==> src/serc_pkg.sv <==
package serc_pkg;

    localparam int COORD_BITS   = 32;
    localparam int DIFF_BITS    = COORD_BITS + 1;
    localparam int PROD_BITS    = 2 * DIFF_BITS;
    localparam int QCAP_BIT     = 62;
    localparam int SUM_BITS     = QCAP_BIT + 3;
    localparam int CFG_IDX_BITS = 2;
    localparam int FIFO_DEPTH   = 4;
    localparam int PTR_BITS     = $clog2(FIFO_DEPTH);

    typedef enum logic [CFG_IDX_BITS-1:0] {
        CFG_X_LOW  = 2'd0,
        CFG_X_HIGH = 2'd1,
        CFG_Y_LOW  = 2'd2,
        CFG_Y_HIGH = 2'd3
    } cfg_idx_t;

    typedef logic signed [COORD_BITS-1:0] coord_t;
    typedef logic signed [DIFF_BITS-1:0]  diff_t;

    typedef struct packed {
        coord_t x_low;
        coord_t x_high;
        coord_t y_low;
        coord_t y_high;
    } cfg_t;

    typedef struct packed {
        coord_t ix;
        coord_t iy;
        coord_t cx;
        coord_t cy;
        logic   degen;
    } item_t;

    typedef struct packed {
        logic   act;
        coord_t base;
        diff_t  n1;
        diff_t  n2;
        diff_t  den;
    } op_t;

    typedef struct packed {
        op_t   op;
        item_t item;
    } entry_t;

    function automatic diff_t diff(input coord_t a, input coord_t b);
        return diff_t'({a[COORD_BITS-1], a}) - diff_t'({b[COORD_BITS-1], b});
    endfunction

endpackage

==> src/serc_fifo.sv <==
module serc_fifo (
    input  logic             clk,
    input  logic             rst_n,
    input  logic             wr,
    input  serc_pkg::entry_t wr_data,
    input  logic             rd,
    output serc_pkg::entry_t rd_data,
    output logic             full,
    output logic             empty
);
    import serc_pkg::*;

    entry_t              mem [FIFO_DEPTH];
    logic [PTR_BITS:0]   wr_ptr_reg, rd_ptr_reg;

    assign empty   = (wr_ptr_reg == rd_ptr_reg);
    assign full    = (wr_ptr_reg[PTR_BITS] != rd_ptr_reg[PTR_BITS]) &&
                     (wr_ptr_reg[PTR_BITS-1:0] == rd_ptr_reg[PTR_BITS-1:0]);
    assign rd_data = mem[rd_ptr_reg[PTR_BITS-1:0]];

    always_ff @(posedge clk)
    begin
        if (wr && !full)
            mem[wr_ptr_reg[PTR_BITS-1:0]] <= wr_data;
    end

    always_ff @(posedge clk or negedge rst_n)
    begin
        if (!rst_n)
        begin
            wr_ptr_reg <= '0;
            rd_ptr_reg <= '0;
        end
        else
        begin
            if (wr && !full)
                wr_ptr_reg <= wr_ptr_reg + 1'b1;
            if (rd && !empty)
                rd_ptr_reg <= rd_ptr_reg + 1'b1;
        end
    end

endmodule

==> config.mk <==
export PLATFORM = sky130hd
export DESIGN_NAME = serc_fifo
export DESIGN_NICKNAME = d
export VERILOG_FILES = /design/src/serc_pkg.sv /design/src/serc_fifo.sv
export SDC_FILE = /design/constraint.sdc
export NUM_CORES = 1
export LEC_CHECK = 0
export ABC_AREA = 1
export CORE_ASPECT_RATIO = 1.4
export CORE_MARGIN = 4
export CORE_UTILIZATION = 35
export DETAILED_ROUTE_END_ITERATION = 8
export DONT_BUFFER_PORTS = 1
export PLACE_DENSITY_LB_ADDON = 0.2
export SLEW_MARGIN = 10
export SYNTH_ARGS = -nofsm -noshare
export SYNTH_HDL_FRONTEND = slang
export SYNTH_SLANG_ARGS = --single-unit
==> constraint.sdc <==
create_clock -name clk -period 23.6 [get_ports clk]
set_input_delay 1.18 -clock clk [delete_from_list [all_inputs] [get_ports clk]]
set_output_delay 1.18 -clock clk [all_outputs]
set_load 0.02 [all_outputs]
# After elaboration in Yosys (flattened, before gate mapping)
# Memory sizes are Yosys's and may differ from the RTL's.
# Index checks and enable logic that the tools add are counted.
# classes
addsub,2
n_eq_ne,3
n_mux,2
n_reduce_logical,5
# op_table
operator,count
$add 3x1->3 const B,2
$eq 3x3->1,1
$logic_and 1x1->1,3
$eq 2x2->1,1
$logic_not 1->1,2
$mux 1,2
$ne 1x1->1,1
# totals
reg_bits,6
ram_bits,1044
inputBits,265
output_inout_bits,263
wordCells,15
memories,1
# memory_table
name,depth,width,rd,rd_ports_with_merged_regs,wr,line_no,text
mem,4,261,1,0,1,serc_fifo.sv:13,entry_t mem [FIFO_DEPTH];

# Depth between registers and ports, before layout
# Gate-level depths: netlist of run 1.
# depth
word_depth,6
depth_mapped,9
depth_no_buf,7

# Worst setup path after synthesis of run 1
# Ideal clock, no wire load.
# synth_timing
kind,in2reg
from,input wr
to,"memory mem[0][0] (netlist name), enable pin"
setup_time_ps,887
arrival_ps,12085
required_time_ps,22713
slack_ps,10628
cell_stages,2
n_path_buf,0
cell_sequence,nand2_2 -> nor2_1
# synth_via
elab_chain_len,3
# synth_rtl
item,line_no,text
"start, declared",serc_fifo.sv:4,"input logic wr,"
$logic_and 1x1->1,serc_fifo.sv:23,if (wr && !full)
$mux 1,serc_fifo.sv:23,
$mux 1 (not written as such),serc_fifo.sv:24,mem[wr_ptr_reg[PTR_BITS-1:0]] <= wr_data;
"end, declared",serc_fifo.sv:13,
# No other way between the ends.

==> flow_metrics.py, run 1 <==
metrics = {
    "run_status": {
        "status": "completed",
    },
    "timing": {
        "rsz0062_at_grt": "no",
        "slew_headroom_pct": 22.84,
        "fmax_mhz": 152.3,
        "fin_crit_sh_pct": 27.82,
        "tns_ns": 0,
        "min_period_ns": 6.565,
        "slew_viol_final": 0,
        "fin_skew_ns": 0.02600,
        "worst_slew_pin_slew_ns": 1.157,
        "finalHoldViolCount": 0,
        "finalSetupViolCount": 0,
    },
    "clock_network": {
        "postCtsResizedCells": 0,
        "cts_sinks": 1050,
        "tritoncts": "built",
        "cts_max_level": 3,
        "clk_path_buf_depth": 3,
        "cts.clk_slew.worst_paths_ns": 0.06,
        "cts_buffers": 101,
        "cts_setup_buffers": 0,
        "clockRootBuffer": "clkbuf_16",
        "clk_latency_ns": 0.67,
        "hold_buffers": 0,
    },
    "synthesis": {
        "netlist_area_sq_um": 38770,
        "synth.distinct_cells": 20,
        "synthArstFlopShare_pct": 0.5714,
        "syn_nets": 2853,
        "synth_cells": 2583,
        "ys.flop_type": "edfxtp_1",
        "synth_edf_count": 1044,
        "synth.top_cell.area_share_pct": 80.86,
        "yosysSeqAreaShare_pct": 81.25,
        "synth.largest_area_cell": "edfxtp_1",
        "ys_ff_latch": 1050,
        "synth_area_per_cell_sq_um": 15.01,
        "yosysWarnings": 0,
        "synth_area_leaders": "edfxtp_1 (81%), nor2_1 (5.1%), o21ai_0 (4.9%), o22ai_1 (4.2%), o21ai_1 (1.8%)",
    },
    "routing": {
        "dr.pass1.iters": 5,
        "drc_errors": 0,
        "wl_per_cell_um": 24.62,
        "vias": 21454,
        "via_per_inst": 5.249,
        "ant_nets": 0,
        "first_iter_violations": 1589,
        "wirelength_mm": 100.6,
    },
    "placement": {
        "io_buffers": 0,
        "dp_hpwl_mm": 58.37,
        "dp_cells": 3902,
        "gp_congestion": 0.7811,
    },
    "global_routing": {
        "grt_overflow": 0,
        "grt_max_degree": 149,
        "grt_pass1_wl_mm": 143.5,
        "antenna_found_initial": 1,
        "grt_pass1_vias": 20940,
        "gr-usage-all-layers_pct": 16.64,
    },
    "job": {
        "max-cap-violations": 0,
    },
    "critical_path": {
        "path_max_fanout": 125,
        "crit_chain": "inv_8 > buf_4 > buf_4 > buf_4 > o21ai_0 > o22ai_1",
        "cpMostUsedCell": "buf_4",
        "critPathKind": "reg2out",
        "crit_family": "buffers and inverters",
        "startpoint_type": "register",
        "cp_slowest_cell": "buf_4",
        "crit_arrival_ns": 5.38,
        "cp.required_ns": 22.42,
        "endpoint_kind": "primary output",
        "cpPeakStageDelay_ns": 0.90,
        "path_buf_inv": 4,
    },
    "floorplan": {
        "initial_core_util_pct": 35.22,
        "die_w_um": 289.3,
        "coreArea_sq_um": 110100,
        "io_pins": 528,
        "die_h_um": 401.8,
        "rows": 144,
        "fp.dieArea_sq_um": 116200,
    },
    "hold_path": {
        "holdCritPathClass": "in2async",
    },
    "power": {
        "ir_drop_mv": 0.09056,
        "p_per_area_nw_per_um2": 142.4,
        "leakage_nw": 13.58,
    },
    "final_layout": {
        "fillCellCount": 10004,
        "drive_gt1_share_pct": 6.977,
        "final_util_pct": 39.49,
        "fin_nets": 2815,
        "stdcell_count": 4087,
        "largest_reg_flops": 1044,
        "area_growth_syn_to_layout_pct": 12.14,
    },
}
-- placed cells by master, fill, tap and decap left out, drive strengths merged --
cell and instances:
edfxtp 1044, nor2 526, o21ai 522, o22ai 261, clkbuf 123, clkinv 42, buf 32, nand2 23
inv 15, bufinv 12, nand3 8, dfrtp 6, ha 5, diode 4, xor2 2, xnor2 1
clkinvlp 1
-- synth_stat cells (2+ instances only) --
cell type and number:
edfxtp_1 1044, nor2_1 526, o21ai_0 381, o22ai_1 261, o21ai_1 141, clkbuf_1 97, buf_2 64, nand2_1 22
inv_1 10, buf_4 8, nand3_1 7, dfrtp_1 6, ha_1 5, buf_6 3, inv_2 2, xor2_1 2
-- cell type report --
class / count / area [sq um] / share of cell area [%]
sequential: 1050 / 31510 / 72.47
multi-input combinational: 1348 / 6472 / 14.89
clock buffer: 123 / 2674 / 6.150
tap: 1460 / 1827 / 4.202
clock inverter: 58 / 659.4 / 1.517
timing repair buffer: 32 / 265.3 / 0.6101
inverter: 12 / 60.06 / 0.1381
antenna: 4 / 10.01 / 0.02302
-- cell families after synthesis --
family                     Yosys count  synth area share, %
adders and majority gates            5               0.1614
buffers and inverters              185                2.133
xor gates and xnor gates             3              0.06778
AOI/OAI and AO/OA                  783                10.95
DFF                               1050                81.25
and+or+nand+nor                    557                5.438
-- power by group --
group	switching [mW]	total, mW	internal (mW)
clock network	0.678	1.62	0.938
logic	1.64	1.99	0.351
registers	0.103	2.59	2.48
-- routing by layer --
metal / GRT usage [%] / wire, um / vias to the layer above
met5: 0 / 0 / -
met1: 18.10 / 35600 / 10810
li1: - / - / 9730
met4: 6.931 / 3924 / 0
met3: 8.147 / 11880 / 161
met2: 27.61 / 49230 / 753
-- final timing paths --
| kind | cells past startpoint | end | from | slack, ns |
|---|---|---|---|---|
| min | 0 | rd_ptr_reg[1]$_DFFE_PN0P_ | rst_n | 0.19 |
| max in group asynchronous | 0 | rd_ptr_reg[0]$_DFFE_PN0P_ | rst_n | 23.33 |
| max reg2reg | 8 | mem[2][172]$_DFFE_PP_ | rd_ptr_reg[0]$_DFFE_PN0P_ | 19.50 |
| max | 6 | rd_data[73] | rd_ptr_reg[0]$_DFFE_PN0P_ | 17.04 |
| min in group clk | 2 | wr_ptr_reg[0]$_DFFE_PN0P_ | wr_ptr_reg[0]$_DFFE_PN0P_ | 0.57 |
| min reg2reg | 2 | wr_ptr_reg[0]$_DFFE_PN0P_ | wr_ptr_reg[0]$_DFFE_PN0P_ | 0.57 |
-- metrics by stage --
| step | setup WS, ns | cell area (sq um) | power [mW] | hold slack, ns |
|---|---|---|---|---|
| floorplan | 10.63 | 38770 | 4.215 | 0.5163 |
| global placement | 17.81 | 40130 | 4.629 | 0.5400 |
| detailed placement | 17.69 | 40130 | 4.678 | 0.5591 |
| CTS | 16.93 | 43470 | 6.303 | 0.1085 |
| global route | 16.69 | 43470 | 6.526 | 0.1325 |
| finish | 17.04 | 43480 | 6.191 | 0.1942 |
No activity file was read; power rests on OpenSTA's default activity.
==> inputs of run 2 (changes only) <==
- ABC_AREA: 1 -> 0
- clock period: 23.6 -> 6.6 ns (I/O delays scaled with it)
==> flow_metrics.py, run 2 <==
metrics = {
    "final_layout": {
        "largest_reg_flops": 1044,
        "stdcell_count": 3283,
        "fin_nets": 2010,
        "multi_input_area_sq_um": 6221,
        "fillCellCount": 9426,
        "mostFrequentLayoutCell": "edfxtp_1",
        "final_area_sq_um": 45660,
        "area_growth_syn_to_layout_pct": 19.54,
        "final-seq-area_sq_um": 31510,
        "drive_gt1_share_pct": 23.96,
        "final_cell_mix": "edfxtp_1 (1044), dlygate4sd3_1 (265), mux4_2 (261), clkbuf_16 (102), clkinv_1 (25)",
    },
    "job": {
        "max-cap-violations": 0,
    },
    "synthesis": {
        "synth_cells": 1413,
        "synth.top_cell.area_share_pct": 82.08,
        "yosysWarnings": 0,
        "synth_most_common_cell": "edfxtp_1",
        "synth.distinct_cells": 22,
        "yosysSeqAreaShare_pct": 82.48,
        "ys_ff_latch": 1050,
        "netlist_area_sq_um": 38190,
        "synth_area_leaders": "edfxtp_1 (82%), mux4_2 (15%), buf_6 (0.88%), dfrtp_1 (0.39%), buf_2 (0.37%)",
        "synthArstFlopShare_pct": 0.5714,
        "synth_common_cells": "edfxtp_1 (1044), mux4_2 (261), buf_6 (30)",
        "ys.flop_type": "edfxtp_1",
        "synth.largest_area_cell": "edfxtp_1",
        "synth_area_per_cell_sq_um": 27.03,
        "synth_edf_count": 1044,
        "syn_nets": 1683,
    },
    "routing": {
        "via_per_inst": 4.917,
        "wirelength_mm": 81.07,
        "dr.pass1.iters": 4,
        "first_iter_violations": 878,
        "wl_per_cell_um": 24.69,
        "ant_nets": 0,
        "drc_errors": 0,
        "vias": 16143,
    },
    "timing": {
        "slew_headroom_pct": 28.50,
        "fin_crit_sh_pct": 61.79,
        "finalHoldViolCount": 0,
        "rsz0062_at_grt": "no",
        "fin_skew_ns": 0.01417,
        "finalSetupViolCount": 0,
        "tns_ns": 0,
        "worst_slew_pin_slew_ns": 1.072,
        "slew_viol_final": 0,
        "fmax_mhz": 245.2,
        "fin_ws_ns": 2.522,
        "min_period_ns": 4.078,
    },
    "global_routing": {
        "grt_max_degree": 146,
        "grt_overflow": 0,
        "grt_pass1_vias": 17407,
        "antenna_found_initial": 11,
        "gr-usage-all-layers_pct": 13.93,
        "grt_pass1_wl_mm": 118.5,
    },
    "clock_network": {
        "hold_buffers": 265,
        "cts.clk_slew.worst_paths_ns": 0.07,
        "clockRootBuffer": "clkbuf_16",
        "clk_latency_ns": 0.66,
        "clk_path_buf_depth": 3,
        "tritoncts": "built",
        "cts_setup_buffers": 0,
        "cts_sinks": 1050,
        "cts_buffers": 100,
        "cts_max_level": 3,
        "postCtsResizedCells": 0,
    },
    "power": {
        "p_per_area_nw_per_um2": 451.6,
        "total_power_mw": 20.62,
        "ir_drop_mv": 0.3112,
        "leakage_nw": 14.14,
    },
    "critical_path": {
        "cpMostUsedCell": "buf_12",
        "cpPeakStageDelay_ns": 0.78,
        "r2r-start": "rd_ptr_reg[0]$_DFFE_PN0P_",
        "ff2ff_path_depth": 4,
        "cp.depth": 3,
        "rrSetupSlack_ns": 3.32,
        "timing.critical_path.to": "rd_data[209]",
        "crit_chain": "buf_12 > buf_12 > mux4_2",
        "crit_arrival_ns": 3.75,
        "worst_r2r_endpoint": "mem[1][29]$_DFFE_PP_",
        "cp.required_ns": 6.27,
        "crit_family": "buffers and inverters",
        "path_buf_inv": 2,
        "endpoint_kind": "primary output",
        "cp-startpoint": "rd_ptr_reg[0]$_DFFE_PN0P_",
        "critPathKind": "reg2out",
        "path_max_fanout": 102,
        "cp_slowest_cell": "dfrtp_4",
        "startpoint_type": "register",
    },
    "floorplan": {
        "rows": 143,
        "die_h_um": 398.9,
        "fp.dieArea_sq_um": 114500,
        "coreArea_sq_um": 108400,
        "die_w_um": 287.2,
        "initial_core_util_pct": 35.22,
        "io_pins": 528,
    },
    "placement": {
        "gp_congestion": 0.7376,
        "dp_cells": 2823,
        "dp_slack_ns": 3.037,
        "placed_cell_area_sq_um": 39820,
        "io_buffers": 0,
        "dp_hpwl_mm": 48.51,
    },
    "run_status": {
        "status": "completed",
    },
    "hold_path": {
        "worstHoldStart": "wr",
        "holdCritPathClass": "in2reg",
    },
}
[run 2: cell types whose count changed after synthesis, moves of 95 or more]
cell | before | now
o21ai_0 | 381 | 0
o22ai_1 | 261 | 0
o21ai_1 | 141 | 0
nor2_1 | 526 | 0
mux4_2 | 0 | 261
clkbuf_1 | 97 | 2
[run 2: report_power, final]
part           internal [mW]  leakage (nW)  total (mW)  switching (mW)
clock network           3.04          1.55        5.46            2.42
registers               8.88          9.63        9.20           0.313
logic                   1.95          2.96        5.96            4.01
total                   13.9          14.1        20.6            6.74
[run 2: per-stage QoR]
stage / hold slack, ns / utilization [%]
floorplan: 0.03441 / -
global placement: 0.03571 / 36.73
detailed placement: 0.03578 / 36.73
CTS: 0.1286 / 42.09
global route: 0.1452 / 42.10
finish: 0.1940 / 42.11
[run 2: cell families (layout without fill, tap and decap cells)]
family	after synthesis	after routing	share of synthesized area, %
flops	1050	1050	82.48
mux	261	261	15.39
buf+inv	64	475	1.310
compound gates	13	13	0.2424
simple gates	11	11	0.1507
xor+xnor	9	9	0.2654
fa+ha+maj	5	5	0.1638
other cells	0	9	0
[run 2: layout make-up]
cell class | count | area share [%]
Sequential cell | 1050 | 69.01
Multi-Input combinational cell | 299 | 13.63
Timing Repair Buffer | 285 | 6.385
Clock buffer | 117 | 5.714
Tap cell | 1450 | 3.974
Clock inverter | 69 | 1.209
Antenna cell | 9 | 0.04933
Inverter | 4 | 0.03289
[run 2: worst min path at each step]
| stage | slack [ns] | endpoint | cells past startpoint |
|---|---|---|---|
| floorplan | 0.03 | rd_ptr_reg[0]$_DFFE_PN0P_ | 0 |
| global placement | 0.04 | rd_ptr_reg[0]$_DFFE_PN0P_ | 0 |
| detailed placement | 0.04 | wr_ptr_reg[0]$_DFFE_PN0P_ | 0 |
| CTS | 0.13 | mem[0][105]$_DFFE_PP_ | 1 |
| global route | 0.15 | mem[0][110]$_DFFE_PP_ | 1 |
| finish | 0.19 | mem[0][162]$_DFFE_PP_ | 1 |
[run 2: worst reg2reg max path: stages, from the launching register on]
cell and delay (ns):
dfrtp_4 0.78, xnor2_2 0.23, nand3_1 0.25, and3_4 0.83, buf_4 0.78
[run 2: layer usage]
metal / track usage (%) / vias to the layer above / routed length (um)
met5: 0 / - / 41
li1: - / 6831 / -
met1: 16.73 / 8628 / 30750
met4: 5.421 / 6 / 2682
met3: 4.906 / 140 / 6700
met2: 23.12 / 538 / 40890
==> inputs of run 3 (changes only) <==
- clock period: 6.6 -> 4.07 ns (I/O delays scaled with it)
==> flow_metrics.py, run 3 (synthesized netlist as in run 2, its figures left out) <==
metrics = {
    "final_layout": {
        "mostFrequentLayoutCell": "edfxtp_1",
        "final_util_pct": 42.35,
        "fillCellCount": 9337,
        "final_cell_mix": "edfxtp_1 (1044), dlygate4sd3_1 (265), mux4_2 (261), clkbuf_16 (103), clkbuf_1 (24)",
        "drive_gt1_share_pct": 24.10,
        "fin_nets": 2018,
        "area_growth_syn_to_layout_pct": 20.23,
        "stdcell_count": 3286,
        "largest_reg_flops": 1044,
        "final_area_sq_um": 45920,
    },
    "placement": {
        "dp_hpwl_mm": 50.47,
        "dp_cells": 2828,
        "gp_congestion": 0.7378,
        "io_buffers": 0,
        "dp_slack_ns": 1.223,
        "placed_cell_area_sq_um": 39960,
    },
    "critical_path": {
        "critPathKind": "reg2out",
        "cpPeakStageDelay_ns": 0.55,
        "path_max_fanout": 94,
        "ff2ff_path_depth": 6,
        "cp_slowest_cell": "mux4_2",
        "endpoint_kind": "primary output",
        "crit_arrival_ns": 3.37,
        "rrSetupSlack_ns": 1.31,
        "worst_r2r_endpoint": "rd_ptr_reg[1]$_DFFE_PN0P_",
        "crit_chain": "buf_4 > buf_12 > buf_16 > mux4_2",
        "cp.required_ns": 3.87,
        "startpoint_type": "register",
        "r2r-start": "rd_ptr_reg[1]$_DFFE_PN0P_",
    },
    "floorplan": {
        "fp.dieArea_sq_um": 114500,
        "rows": 143,
        "initial_core_util_pct": 35.22,
        "die_h_um": 398.9,
        "io_pins": 528,
        "coreArea_sq_um": 108400,
        "die_w_um": 287.2,
    },
    "clock_network": {
        "cts_sinks": 1050,
        "cts_buffers": 102,
        "clockRootBuffer": "clkbuf_16",
        "postCtsResizedCells": 0,
        "cts_max_level": 3,
        "clk_path_buf_depth": 3,
        "clk_latency_ns": 0.69,
        "tritoncts": "built",
        "cts.clk_slew.worst_paths_ns": 0.07,
    },
    "routing": {
        "wl_met3_mm": 6.654,
        "topRoutingLayerUsed": "met5",
        "via_per_inst": 4.917,
        "dr.pass1.iters": 6,
        "wl_per_cell_um": 25.32,
        "vias": 16157,
        "first_iter_violations": 955,
        "ant_nets": 0,
        "wl_met1_mm": 30.70,
        "met2WireLength_mm": 43.22,
        "wirelength_mm": 83.19,
        "drc_errors": 0,
    },
    "hold_path": {
        "worstHoldStart": "wr",
        "holdPathStages": 4,
        "hold_end": "wr_ptr_reg[2]$_DFFE_PN0P_",
        "holdCritPathClass": "in2reg",
    },
    "global_routing": {
        "gr-usage-all-layers_pct": 14.40,
        "grt_pass1_vias": 17389,
        "grt_max_degree": 168,
        "antenna_found_initial": 9,
        "grt_overflow": 0,
        "grt_pass1_wl_mm": 121.3,
    },
    "power": {
        "p_per_area_nw_per_um2": 738.4,
        "leakage_nw": 14.24,
        "p_sw_share_pct": 32.63,
        "seq_power_share_pct": 43.7,
        "ir_drop_mv": 0.5950,
        "combinationalPowerShare_pct": 29.3,
        "total_power_mw": 33.91,
        "p_int_mw": 22.84,
        "switching_power_mw": 11.06,
        "p_clk_share_pct": 27.0,
    },
    "timing": {
        "min_period_ns": 3.572,
        "finalHoldViolCount": 0,
        "fin_crit_sh_pct": 87.77,
        "fin_skew_ns": 0.04612,
        "worst_slew_pin_slew_ns": 1.081,
        "slew_headroom_pct": 27.93,
        "rsz0062_at_grt": "no",
        "tns_ns": 0,
        "fin_ws_ns": 0.4979,
        "finalSetupViolCount": 0,
        "hold-worst-slack_ns": 0.1238,
        "slew_viol_final": 0,
        "fmax_mhz": 279.9,
    },
    "job": {
        "max-cap-violations": 0,
    },
    "run_status": {
        "status": "completed",
    },
}
==> run 3: cell types whose count changed in the layout (fill, tap and decap cells not counted), moves of 3 or more <==
cell and change:
clkinv_4 -3, clkinv_2 -3, buf_4 -3, diode_2 -3
clkinv_1 -8, buf_12 +8, bufinv_16 +3, clkbuf_1 +9
==> run 3: what timing repair did <==
item	in CTS	in global routing
buffers inserted	0	0
hold endpoints to repair	1055	0
hold buffers	265	0
==> run 3: layout make-up <==
type                            instances  area (sq um)  area share, %
Antenna cell                            6         15.01        0.03270
Clock inverter                         59         591.8          1.289
Multi-Input combinational cell        299          6227          13.56
Inverter                                4         15.01        0.03270
Sequential cell                      1050         31510          68.62
Timing Repair Buffer                  291          3080          6.708
Clock buffer                          127          2668          5.809
Tap cell                             1450          1814          3.951
==> run 3: worst max-delay path, delay by kind of cell (launching register included) <==
| family | cells | cell delay (ns) |
|---|---|---|
| muxes | 1 | 0.55 |
| DFF | 1 | 0.40 |
| buffers and inverters | 3 | 1.33 |
==> run 3: per-layer routing <==
metal	global-route usage [%]	vias to the layer above
met3	4.666	130
met5	0	-
met1	16.79	8676
met2	24.66	508
met4	5.750	4
li1	-	6839
==> run 3: worst max path at each step <==
| stage | startpoint | endpoint | slack, ns | depth (start not counted) |
|---|---|---|---|---|
| after floorplan | rd_ptr_reg[0]$_DFFE_PN0P_ | mem[3][0]$_DFFE_PP_ | -1.70 | 4 |
| after global placement | rd_ptr_reg[1]$_DFFE_PN0P_ | rd_ptr_reg[1]$_DFFE_PN0P_ | 1.22 | 6 |
| after detailed placement | rd_ptr_reg[0]$_DFFE_PN0P_ | rd_data[2] | 1.22 | 3 |
| after CTS | rd_ptr_reg[0]$_DFFE_PN0P_ | rd_data[2] | 0.43 | 3 |
| after global routing | rd_ptr_reg[1]$_DFFE_PN0P_ | rd_data[116] | 0.33 | 4 |
| final | rd_ptr_reg[1]$_DFFE_PN0P_ | rd_data[116] | 0.50 | 4 |
==> run 3: power by group through the flow <==
stage                     combinational [mW]  clock [mW]  sequential [mW]
after floorplan                         7.59           0             15.1
after global placement                  9.98           0             15.0
after detailed placement                9.97           0             15.1
after CTS                               10.3        9.47             14.9
after global routing                    10.6        9.95             15.0
final                                   9.92        9.16             14.8
