===== config.mk =====
export PLATFORM = sky130hd
export DESIGN_NAME = serc_front
export DESIGN_NICKNAME = d
export VERILOG_FILES = /design/src/serc_pkg.sv /design/src/serc_front.sv
export SDC_FILE = /design/constraint.sdc
export NUM_CORES = 1
export LEC_CHECK = 0
export BUFFER_PORTS_ARGS = -buffer_cell sky130_fd_sc_hd__buf_4
export CAP_MARGIN = 20
export CORE_AREA = 2 2 203 205
export DETAILED_ROUTE_END_ITERATION = 10
export DIE_AREA = 0 0 205 207
export GPL_ROUTABILITY_DRIVEN = 0
export PLACE_DENSITY = 0.44
export RECOVER_POWER = 100
export SYNTH_ARGS = -nofsm -noshare
export SYNTH_HDL_FRONTEND = slang
export SYNTH_SLANG_ARGS = --single-unit
export TNS_END_PERCENT = 50

===== constraint.sdc =====
create_clock -name vclk -period 8.3
set_input_delay 0.415 -clock vclk [all_inputs]
set_output_delay 0.415 -clock vclk [all_outputs]
set_load 0.01 [all_outputs]

===== src/serc_pkg.sv =====
package serc_pkg;

    localparam int COORD_BITS   = 32;
    localparam int DIFF_BITS    = COORD_BITS + 1;
    localparam int PROD_BITS    = 2 * DIFF_BITS;
    localparam int QCAP_BIT     = 62;
    localparam int SUM_BITS     = QCAP_BIT + 3;
    localparam int CFG_IDX_BITS = 2;
    localparam int FIFO_DEPTH   = 4;
    localparam int PTR_BITS     = $clog2(FIFO_DEPTH);

    typedef enum logic [CFG_IDX_BITS-1:0] {
        CFG_X_LOW  = 2'd0,
        CFG_X_HIGH = 2'd1,
        CFG_Y_LOW  = 2'd2,
        CFG_Y_HIGH = 2'd3
    } cfg_idx_t;

    typedef logic signed [COORD_BITS-1:0] coord_t;
    typedef logic signed [DIFF_BITS-1:0]  diff_t;

    typedef struct packed {
        coord_t x_low;
        coord_t x_high;
        coord_t y_low;
        coord_t y_high;
    } cfg_t;

    typedef struct packed {
        coord_t ix;
        coord_t iy;
        coord_t cx;
        coord_t cy;
        logic   degen;
    } item_t;

    typedef struct packed {
        logic   act;
        coord_t base;
        diff_t  n1;
        diff_t  n2;
        diff_t  den;
    } op_t;

    typedef struct packed {
        op_t   op;
        item_t item;
    } entry_t;

    function automatic diff_t diff(input coord_t a, input coord_t b);
        return diff_t'({a[COORD_BITS-1], a}) - diff_t'({b[COORD_BITS-1], b});
    endfunction

endpackage


===== src/serc_front.sv =====
module serc_front (
    input  serc_pkg::cfg_t   cfg,
    input  serc_pkg::coord_t inside_x,
    input  serc_pkg::coord_t inside_y,
    input  serc_pkg::coord_t outside_x,
    input  serc_pkg::coord_t outside_y,
    output serc_pkg::entry_t entry
);
    import serc_pkg::*;

    logic   clip;
    coord_t bound;
    diff_t  den;

    always_comb
    begin
        clip  = 1'b1;
        bound = cfg.x_low;
        priority if (outside_x < cfg.x_low)
            bound = cfg.x_low;
        else if (outside_x > cfg.x_high)
            bound = cfg.x_high;
        else
            clip = 1'b0;
        den = diff(outside_x, inside_x);

        entry.op.act     = clip && (den != '0);
        entry.op.base    = inside_y;
        entry.op.n1      = diff(outside_y, inside_y);
        entry.op.n2      = diff(bound, inside_x);
        entry.op.den     = den;
        entry.item.ix    = inside_x;
        entry.item.iy    = inside_y;
        entry.item.cx    = clip ? bound : outside_x;
        entry.item.cy    = outside_y;
        entry.item.degen = clip && (den == '0);
    end

endmodule


# --- Word level (Yosys, flattened, before mapping) ---
# Cells that the tools add are included.
totals:
  regBits: 0
  latchBits: 0
  ram_bits: 0
  rom_bits: 0
  inputBits: 256
  output_inout_bits: 261
  word_cells: 14
  n_memories: 0
op_classes:
  add_sub_neg: 3
  mul: 0
  div_mod_pow: 0
  magnitude_cmp: 2
  eq_ne: 0
  shift: 0
  mux: 5
  bitwise_logic: 0
  reduce_logical: 4
ops:
  columns: ["op", "n"]
  rows:
  - ["subtractor 32 x 32 -> 33 bit", 3]
  - ["2-to-1 mux 32 bit", 3]
  - ["zero test 33 bit", 1]
  - ["nonzero test 33 bit", 1]
  - ["> comparator 32 bit", 1]
  - ["less-than comparator 32 bit", 1]
  - ["logical AND 1 bit", 2]
  - ["2-to-1 mux 1 bit", 2]

# --- Depth between registers and ports, before layout ---
# Gate-level depths: netlist (run 1).
logic_depth:
  word_depth: 4
  ltp_mapped: 25
  depth_no_buf: 25

# --- Worst setup path after synthesis (run 1) ---
# Ideal clock, no wire load.
synth_path:
  path_kind: "input to output"
  startpoint: "input port cfg[69] (netlist name)"
  endpoint: "output port entry[192] (netlist name)"
  t_arrival_ns: 5.243
  required_ns: 7.885
  slack_ns: 2.642
  stages: 23
  path_buffers: 1
  path_cell_list: "inv_1 ha_1 a21o_1 a21o_1 a21oi_1 nor2_1 a211oi_1 o211ai_1 a221oi_1 mux2i_1 nand2_1 buf_2 mux2i_1 ha_1 a211o_1 or3_1 a311oi_1 nor3_1 a21boi_1 o31ai_1 a21o_1 a21oi_1 xnor2_1"
synth_lines:
  columns: ["element", "line_no", "source"]
  rows:
  - ["start, declared", "serc_front.sv:2", "input serc_pkg::cfg_t cfg,"]
  - ["end, declared", "serc_front.sv:7", "output serc_pkg::entry_t entry"]

==> key figures, run 1 <==
Timing
  – Setup TNS: 0 ps
  – Highest Clock Rate: ~140 MHz
  – Slew at the pin with the worst max-slew slack: 3060 ps
  – Number of setup violations in the final report: 0
  – Setup repair after global routing missed its margin: false
  – Slew Viols, Final: 35
  – Post-route fraction of the period consumed by the critical path: 0.878
  – Fin crit period: 7290 ps
  – Relative slew slack: -1.04
  – Endpoints failing hold: 0

Detailed routing
  – Overall via count from detail_route: roughly 9,900
  – Vias/cell: 4.72
  – DRC violation total after the first TritonRoute iteration: around 360
  – Number of nets with antenna violations after routing: 0
  – First-pass iteration count of the detailed router: 5
  – Routed Wire Length: about 41,000 um
  – DRC: 0
  – Average wire length per cell after detail routing: between 15 and 20 um

Synthesis
  – Gate Count Post-Synth: 1,247
  – Post-synth design cell area: roughly 8800 um2
  – Number of warnings reported in the yosys synthesis log: 0
  – Sequential area share after synthesis: 0
  – Cell taking the most area after synthesis: sky130_fd_sc_hd__ha_1
  – Cell types with the largest area share after synthesis: sky130_fd_sc_hd__ha_1 23%, sky130_fd_sc_hd__buf_4 11%, sky130_fd_sc_hd__mux2i_1 7.6%
  – Post-synthesis cell type count: between 70 and 80
  – Share of Yosys cell area claimed by the top area cell type: 0.226
  – Syn_nets: ~1,700
  – Post-synthesis average cell area: around 7.1 um2

Power
  – Static Leak: 0.00560 uW
  – Relative contribution of the clock network to total power: 0
  – Relative contribution of combinational cells to total power: 1.000
  – Peak supply drop: 46.3 uV
  – Switching Fraction: 0.602
  – PD cells: around 110 nW/um2
  – Design internal power: 477 uW
  – Switching component of the power: a little over 700 uW
  – Share of power burned in registers: 0

Critical path
  – Kind of start point of the critical path: input port
  – Maximum single-stage delay on the critical path: about 560 ps
  – WP data required: between 7000 and 8000 ps
  – Critical path arrival: 6870 ps
  – Critical Path Fanout Max: 6
  – Critical Path End Type: output port
  – Slowest cell on the critical path: sky130_fd_sc_hd__nor3_1
  – Critical Setup Path Class: input port to output port

Outcome
  – Failing checks: capacitance limit, slew limit
  – Result of the run: finished with violations

Layout
  – Non-Filler Cell Area, Final: approximately 11,000 um2
  – Number of clock buffer instances in the layout: 0
  – Final-stage net count: around 2,000
  – Commonest non-fill, non-tap cell in the layout: sky130_fd_sc_hd__clkbuf_1
  – Layout sequential cell count: 0
  – Sequential cell area: 0 um2
  – Most frequent cells in the layout: 249 x sky130_fd_sc_hd__clkbuf_1, 210 x sky130_fd_sc_hd__buf_4, 161 x sky130_fd_sc_hd__inv_1
  – Layout-stage area growth over the synthesis result: 24.1%
  – Proportion of layout cells with a drive suffix above 1: 0.145

Global routing
  – GRT Resource Usage Total: 0.182
  – Initial antenna violation count: 3
  – Total congestion overflow: 0
  – Global-route wire length before repair: 59,800 um
  – Maximum number of pins on one net before global-route repair: 67
  – Vias in the first global route: 9,900

Floorplan
  – Initial Utilization: 0.218
  – Die area: between 40,000 and 50,000 um2
  – Y dimension of the die: 207 um
  – Standard cell core area: between 40,000 and 50,000 um2
  – Rows: 74
  – Number of top-level pins: 517
  – Chip width: between 200 and 250 um

Place
  – Port Buffers: about 450
  – Placed standard-cell area: about 12,000 um2
  – HPWL Detailed: 36,600 um

CTS
  – CTS hold repair buffers: 0
  – Buffers inserted by post-CTS timing repair: 0
  – Number of cells upsized or downsized after cts: 0

Worst hold path
  – Class of the tightest hold or removal check: input port to output port

Run
  – Max capacitance violation total: 1
==> cells by family after synthesis <==
logic type / after synthesis / share of synthesized area
AO/OA/AOI/OAI: 359 / 0.268
XOR/XNOR: 77 / 0.0766
adder cells (fa/ha/maj): 162 / 0.233
buffers and inverters: 313 / 0.190
multiplexers: 70 / 0.0800
AND/OR/NAND/NOR: 266 / 0.153
==> synthesized netlist by cell type (4+ instances only) <==
cell type / count
sky130_fd_sc_hd__buf_2: 6
sky130_fd_sc_hd__and3_1: 15
sky130_fd_sc_hd__o31ai_1: 6
sky130_fd_sc_hd__o31a_1: 5
sky130_fd_sc_hd__o211ai_1: 13
sky130_fd_sc_hd__nand3b_1: 5
sky130_fd_sc_hd__a31oi_1: 18
sky130_fd_sc_hd__or4_1: 6
sky130_fd_sc_hd__and2_1: 9
sky130_fd_sc_hd__or3_1: 6
sky130_fd_sc_hd__o21ai_0: 38
sky130_fd_sc_hd__xnor2_1: 52
sky130_fd_sc_hd__a21oi_1: 128
sky130_fd_sc_hd__buf_4: 128
sky130_fd_sc_hd__o2111ai_1: 7
sky130_fd_sc_hd__a21boi_0: 4
sky130_fd_sc_hd__a311oi_1: 5
sky130_fd_sc_hd__a21o_1: 54
sky130_fd_sc_hd__xor2_1: 25
sky130_fd_sc_hd__nand3_1: 26
sky130_fd_sc_hd__nor2_1: 76
sky130_fd_sc_hd__o21a_1: 14
sky130_fd_sc_hd__nand2_1: 49
sky130_fd_sc_hd__nor3_1: 13
sky130_fd_sc_hd__a211oi_1: 9
sky130_fd_sc_hd__nand4_1: 14
sky130_fd_sc_hd__ha_1: 159
sky130_fd_sc_hd__clkbuf_1: 16
sky130_fd_sc_hd__nand2b_1: 16
sky130_fd_sc_hd__o21ai_1: 5
sky130_fd_sc_hd__nor2b_1: 13
sky130_fd_sc_hd__mux2i_1: 67
sky130_fd_sc_hd__inv_1: 161
sky130_fd_sc_hd__o21bai_1: 15
sky130_fd_sc_hd__nor4_1: 5
==> worst max-delay path: cells and delay by family <==
| kind | cells | cell delay (ps) |
|---|---|---|
| AO/OA/AOI/OAI | 13 | 3540 |
| XOR/XNOR | 1 | 130 |
| adder cells (fa/ha/maj) | 3 | 720 |
| buffers and inverters | 5 | 570 |
| multiplexers | 2 | 510 |
| AND/OR/NAND/NOR | 3 | 960 |
==> routing by layer <==
metal | part of all wire | routed length (um) | GRT usage
met3 | 0.076 | 3090 | 0.0437
met4 | 0.0075 | 308 | 0.0179
met2 | 0.52 | 21200 | 0.352
met1 | 0.40 | 16200 | 0.206
met5 | 0.00039 | 16 | 0
==> worst paths after layout <==
check                   startpoint          to  slack (ps)  depth (start not counted)
worst max-delay path       cfg[65]  entry[192]        1010                         27
worst min-delay path  inside_x[11]  entry[108]        1050                          2
==> power groups by stage <==
stage	Sequential [uW]	Clock [uW]	Combinational, uW
3_5_place_dp	0	0	1350
5_1_grt	0	0.0000323	1320
4_1_cts	0	0	1360
3_3_place_gp	0	0	1350
2_1_floorplan	0	0	767
6_report	0	0.0000486	1200
==> metrics by stage <==
step / total power (uW) / setup slack (ps) / utilization / hold slack [ps] / cells
global placement: 1350 / 1380 / 0.294 / 1020 / 2086
detailed placement: 1350 / 1300 / 0.294 / 1020 / 2086
CTS: 1360 / 1270 / 0.294 / 1020 / 2086
finish: 1200 / 1010 / 0.271 / 1050 / 2089
global route: 1320 / 540 / 0.271 / 1060 / 2088
floorplan: 767 / 2640 / - / 922 / 1247
==> cell type report <==
type                            instances  area (um2)
Fill cell                            4729       29400
Multi-Input combinational cell        934        7140
Timing Repair Buffer                  459        2510
Tap cell                              532         666
Inverter                              161         604
Antenna cell                            3        7.51
Note: power is estimated with default switching activity, not from simulation.
==> inputs of run 2 (changes only) <==
--- a/config.mk
+++ b/config.mk
@@ -7,11 +7,11 @@
 export LEC_CHECK = 0
 export BUFFER_PORTS_ARGS = -buffer_cell sky130_fd_sc_hd__buf_4
 export CAP_MARGIN = 20
-export CORE_AREA = 2 2 203 205
+export CORE_AREA = 5 5 200 202
 export DETAILED_ROUTE_END_ITERATION = 10
 export DIE_AREA = 0 0 205 207
 export GPL_ROUTABILITY_DRIVEN = 0
-export PLACE_DENSITY = 0.44
+export PLACE_DENSITY = 0.46
 export RECOVER_POWER = 100
 export SYNTH_ARGS = -nofsm -noshare
 export SYNTH_HDL_FRONTEND = slang
==> key figures, run 2 (synthesis gave the netlist of run 1 again) <==
Detailed routing
  – Overall via count from detail_route: 9,740 (-1.1%)
  – Routed Wire Length: 40,500 um (-0.61%)
  – Vias/cell: 4.70 (-0.34%)
  – Average wire length per cell after detail routing: 19.6 um (+0.20%)
  – DRC: 0 (unchanged)
  – Number of nets with antenna violations after routing: 0 (unchanged)
  – First-pass iteration count of the detailed router: 5 (unchanged)
  – DRC violation total after the first TritonRoute iteration: 307 (-15%)

Layout
  – Final-stage net count: 1,971 (-0.15%)
  – Non-Filler Cell Area, Final: 10,900 um2 (-0.41%)
  – Layout sequential cell count: 0 (unchanged)
  – Number of clock buffer instances in the layout: 0 (unchanged)
  – Final Instance Count excl. Fillers: 2,072 (-0.81%)
  – Proportion of layout cells with a drive suffix above 1: 0.143 (-0.00230)
  – Sequential cell area: 0 um2 (unchanged)
  – Commonest non-fill, non-tap cell in the layout: sky130_fd_sc_hd__clkbuf_1
  – Layout-stage area growth over the synthesis result: 23.6%
  – Most frequent cells in the layout: 252 x sky130_fd_sc_hd__clkbuf_1, 204 x sky130_fd_sc_hd__buf_4, 161 x sky130_fd_sc_hd__inv_1

Timing
  – Highest Clock Rate: 136 MHz (-1.2%)
  – Slew Viols, Final: 35 (unchanged)
  – Number of setup violations in the final report: 0 (unchanged)
  – Setup TNS: 0 ps (unchanged)
  – Slew at the pin with the worst max-slew slack: 2950 ps (-114 ps)
  – Relative slew slack: -0.966 (+0.0763)
  – Setup repair after global routing missed its margin: false
  – Endpoints failing hold: 0 (unchanged)
  – Fin crit period: 7370 ps (+86.5 ps)
  – Post-route fraction of the period consumed by the critical path: 0.888 (+0.0104)

Run
  – Max capacitance violation total: 1 (unchanged)

Critical path
  – Origin of the worst setup path: cfg[65]
  – Maximum single-stage delay on the critical path: 520 ps (-40 ps)
  – Critical path arrival: 6960 ps (+90 ps)
  – Kind of start point of the critical path: input port
  – Critical Path Fanout Max: 16 (+10)
  – Stages on the worst setup path: 26 (-3.7%)
  – Delay-heaviest family, CP: compound AO/OA/AOI/OAI gates
  – WP data required: 7890 ps (about the same)
  – Critical Setup Path Class: input port to output port
  – Critical path destination: entry[192]
  – Critical Path End Type: output port
  – CP Buf/Inv Count: 4 (-1)
  – Slowest cell on the critical path: sky130_fd_sc_hd__a311oi_1

Power
  – Static Leak: 0.00558 uW (-0.37%)
  – PD cells: 109 nW/um2 (-0.24%)
  – Peak supply drop: 51.2 uV (+11%)

Place
  – Dpl cells: 2,069 (-0.81%)
  – HPWL Detailed: 36,400 um (-0.56%)
  – Placed standard-cell area: 11,800 um2 (-0.34%)
  – Port Buffers: 453 (unchanged)

CTS
  – CTS hold repair buffers: 0 (unchanged)
  – Number of cells upsized or downsized after cts: 0 (unchanged)
  – Buffers inserted by post-CTS timing repair: 0 (unchanged)

Floorplan
  – Rows: 72 (-2.7%)
  – Y dimension of the die: 207 um (unchanged)
  – Chip width: 205 um (unchanged)
  – Initial Utilization: 0.231 (+0.0130)
  – Number of top-level pins: 517 (unchanged)
  – Standard cell core area: 38,100 um2 (-5.6%)
  – Die area: 42,400 um2 (unchanged)

Global routing
  – Global-route wire length before repair: 60,000 um (+0.23%)
  – Total congestion overflow: 0 (unchanged)
  – Initial antenna violation count: 6 (+3)
  – Maximum number of pins on one net before global-route repair: 67 (unchanged)
  – GRT Resource Usage Total: 0.179 (-0.00372)
  – Vias in the first global route: 10,000 (+1.5%)

Outcome
  – Failing checks: capacitance limit, slew limit
  – Result of the run: finished with violations

Worst hold path
  – Class of the tightest hold or removal check: input port to output port
run 2: worst min-delay path by stage:
stage,startpoint,end,slack [ps],cells after the start
6_report,inside_x[12],entry[109],1050,2
3_5_place_dp,inside_x[11],entry[108],1020,2
3_3_place_gp,inside_x[10],entry[107],1020,2
4_1_cts,inside_x[11],entry[108],1020,2
5_1_grt,inside_x[11],entry[108],1060,2
2_1_floorplan,inside_x[3],entry[100],920,1
run 2: report_power, final:
group          switching (uW)  internal [uW]
clock                       0      0.0000487
combinational             722            469
sequential                  0              0
total                     722            469
run 2: metrics by stage:
step           utilization  hold WS, ps  setup WS [ps]  total power [uW]
2_1_floorplan            -          922           2640               767
3_3_place_gp         0.311         1020           1090              1350
3_5_place_dp         0.311         1020           1040              1350
4_1_cts              0.311         1020           1030              1360
5_1_grt              0.286         1060            424              1320
6_report             0.286         1050            927              1190
run 2: cell type report:
| cell class | count | area (um2) |
|---|---|---|
| Multi-Input combinational cell | 934 | 7150 |
| Inverter | 161 | 604 |
| Fill cell | 4374 | 27200 |
| Tap cell | 518 | 648 |
| Antenna cell | 3 | 7.51 |
| Timing Repair Buffer | 456 | 2480 |
run 2: per-layer routing:
metal	track usage	wire length, um	up-vias	part of all wire
met5	0	47	-	0.0012
met4	0.0249	532	6	0.013
met3	0.0433	3120	24	0.077
met2	0.337	20700	338	0.51
met1	0.207	16100	4438	0.40
li1	-	-	4934	-
==> inputs of run 3 (changes only) <==
--- a/config.mk
+++ b/config.mk
@@ -5,13 +5,13 @@
 export SDC_FILE = /design/constraint.sdc
 export NUM_CORES = 1
 export LEC_CHECK = 0
-export BUFFER_PORTS_ARGS = -buffer_cell sky130_fd_sc_hd__buf_4
 export CAP_MARGIN = 20
 export CORE_AREA = 5 5 200 202
 export DETAILED_ROUTE_END_ITERATION = 10
 export DIE_AREA = 0 0 205 207
+export DONT_BUFFER_PORTS = 1
 export GPL_ROUTABILITY_DRIVEN = 0
-export PLACE_DENSITY = 0.46
+export PLACE_DENSITY = 0.34
 export RECOVER_POWER = 100
 export SYNTH_ARGS = -nofsm -noshare
 export SYNTH_HDL_FRONTEND = slang
==> key figures, run 3 (synthesis gave the netlist of run 1 again) <==
Floorplan
  – Chip width: 205 um (unchanged)
  – Number of top-level pins: 517 (unchanged)
  – Rows: 72 (unchanged)
  – Y dimension of the die: 207 um (unchanged)
  – Die area: 42,400 um2 (unchanged)
  – Standard cell core area: 38,100 um2 (unchanged)
  – Initial Utilization: 0.231 (unchanged)

Power
  – PD cells: 110 nW/um2 (+0.58%)
  – Share of power burned in registers: 0 (unchanged)
  – Switching component of the power: 597 uW (-17%)
  – Total design power: 927 uW (-22%)
  – Relative contribution of combinational cells to total power: 1.000 (about the same)
  – Design internal power: 330 uW (-30%)
  – Switching Fraction: 0.644 (+0.0384)
  – Relative contribution of the clock network to total power: 0 (unchanged)
  – Peak supply drop: 31.1 uV (-39%)
  – Static Leak: 0.00431 uW (-23%)

Place
  – Placed standard-cell area: 8440 um2 (-29%)
  – HPWL Detailed: 33,500 um (-7.9%)
  – Port Buffers: 0 (-100%)
  – Post-Place Setup Slack: 1110 ps (+62.4 ps)

Timing
  – Highest Clock Rate: 138 MHz (+1.4%)
  – Post-route fraction of the period consumed by the critical path: 0.876 (-0.0122)
  – Relative slew slack: -1.08 (-0.118)
  – Setup TNS: 0 ps (unchanged)
  – Min setup slack post-route: 1030 ps (+101 ps)
  – Fin crit period: 7270 ps (-101 ps)
  – Setup repair after global routing missed its margin: false
  – Slew Viols, Final: 35 (unchanged)
  – Endpoints failing hold: 0 (unchanged)
  – Slew at the pin with the worst max-slew slack: 3130 ps (+177 ps)
  – Number of setup violations in the final report: 0 (unchanged)

Layout
  – Number of clock buffer instances in the layout: 0 (unchanged)
  – Sequential cell area: 0 um2 (unchanged)
  – Proportion of layout cells with a drive suffix above 1: 0.0164 (-0.127)
  – Inserted Diodes: 0 (-3)
  – Commonest non-fill, non-tap cell in the layout: sky130_fd_sc_hd__inv_1
  – Area of combinational cells with multiple inputs: 7150 um2 (about the same)
  – Final-stage net count: 1,518 (-23%)
  – Most frequent cells in the layout: 161 x sky130_fd_sc_hd__inv_1, 159 x sky130_fd_sc_hd__ha_1, 128 x sky130_fd_sc_hd__a21oi_1
  – Number of filler cells placed in the layout: 4,342 (-0.73%)
  – Layout sequential cell count: 0 (unchanged)
  – Layout-stage area growth over the synthesis result: -4.37%
  – Non-Filler Cell Area, Final: 8420 um2 (-23%)

Critical path
  – Slowest cell on the critical path: sky130_fd_sc_hd__nand2_1
  – Critical path destination: entry[192]
  – Most prevalent standard cell on the critical path: sky130_fd_sc_hd__a21o_1
  – Stages on the worst setup path: 25 (-3.8%)
  – Maximum single-stage delay on the critical path: 670 ps (+150 ps)
  – CP Buf/Inv Count: 2 (-2)
  – Critical Setup Path Class: input port to output port
  – WP data required: 7890 ps (about the same)
  – Critical Path End Type: output port
  – Delay-heaviest family, CP: compound AO/OA/AOI/OAI gates
  – Critical Path Fanout Max: 15 (-1)
  – Kind of start point of the critical path: input port
  – Critical path arrival: 6860 ps (-100 ps)
  – Origin of the worst setup path: cfg[69]

CTS
  – Number of cells upsized or downsized after cts: 0 (unchanged)
  – CTS hold repair buffers: 0 (unchanged)
  – Buffers inserted by post-CTS timing repair: 0 (unchanged)

Global routing
  – GRT Resource Usage Total: 0.165 (-0.0133)
  – Vias in the first global route: 8,389 (-17%)
  – Global-route wire length before repair: 54,600 um (-8.9%)
  – Total congestion overflow: 0 (unchanged)
  – Maximum number of pins on one net before global-route repair: 67 (unchanged)
  – Initial antenna violation count: 0 (-6)

Detailed routing
  – Vias/cell: 5.00 (+6.4%)
  – Average wire length per cell after detail routing: 23.2 um (+18%)
  – First-pass iteration count of the detailed router: 4 (-1)
  – Overall via count from detail_route: 8,086 (-17%)
  – DRC violation total after the first TritonRoute iteration: 341 (+11%)
  – Routed Wire Length: 37,400 um (-7.7%)
  – Number of nets with antenna violations after routing: 0 (unchanged)
  – DRC: 0 (unchanged)

Worst hold path
  – Class of the tightest hold or removal check: input port to output port

Outcome
  – Failing checks: capacitance limit, slew limit
  – Result of the run: finished with violations

Run
  – Max capacitance violation total: 1 (unchanged)
-- run 3: worst min path at each step --
stage / from / end / slack, ps / cells past startpoint
6_report: inside_x[21] / entry[118] / 830 / 0
5_1_grt: inside_y[16] / entry[81] / 830 / 0
4_1_cts: inside_x[12] / entry[109] / 830 / 0
3_5_place_dp: inside_x[10] / entry[107] / 830 / 0
3_3_place_gp: inside_x[10] / entry[107] / 830 / 0
2_1_floorplan: inside_x[3] / entry[100] / 920 / 1
-- run 3: power by group through the flow --
stage          clock [uW]  combinational [uW]  sequential (uW)
2_1_floorplan           0                 767                0
3_3_place_gp            0                 939                0
3_5_place_dp            0                 934                0
4_1_cts                 0                 940                0
5_1_grt                 0                1030                0
6_report                0                 927                0
-- run 3: cell type report --
class | count | share of cell area
inverter | 161 | 0.0717
multi-input combinational | 934 | 0.849
tap | 518 | 0.0769
timing repair buffer | 3 | 0.00223
-- run 3: per-stage QoR --
stage | utilization | hold WS (ps) | std cells
6_report | 0.221 | 830 | 1616
5_1_grt | 0.221 | 830 | 1616
4_1_cts | 0.222 | 830 | 1616
3_5_place_dp | 0.222 | 830 | 1616
3_3_place_gp | 0.222 | 830 | 1616
2_1_floorplan | - | 922 | 1247
-- run 3: routing by layer --
metal	global-route usage	up-vias	routed length, um
met3	0.0330	12	2550
met2	0.321	294	19500
met4	0.00716	0	204
met5	0	-	0
met1	0.195	3751	15200
li1	-	4029	-
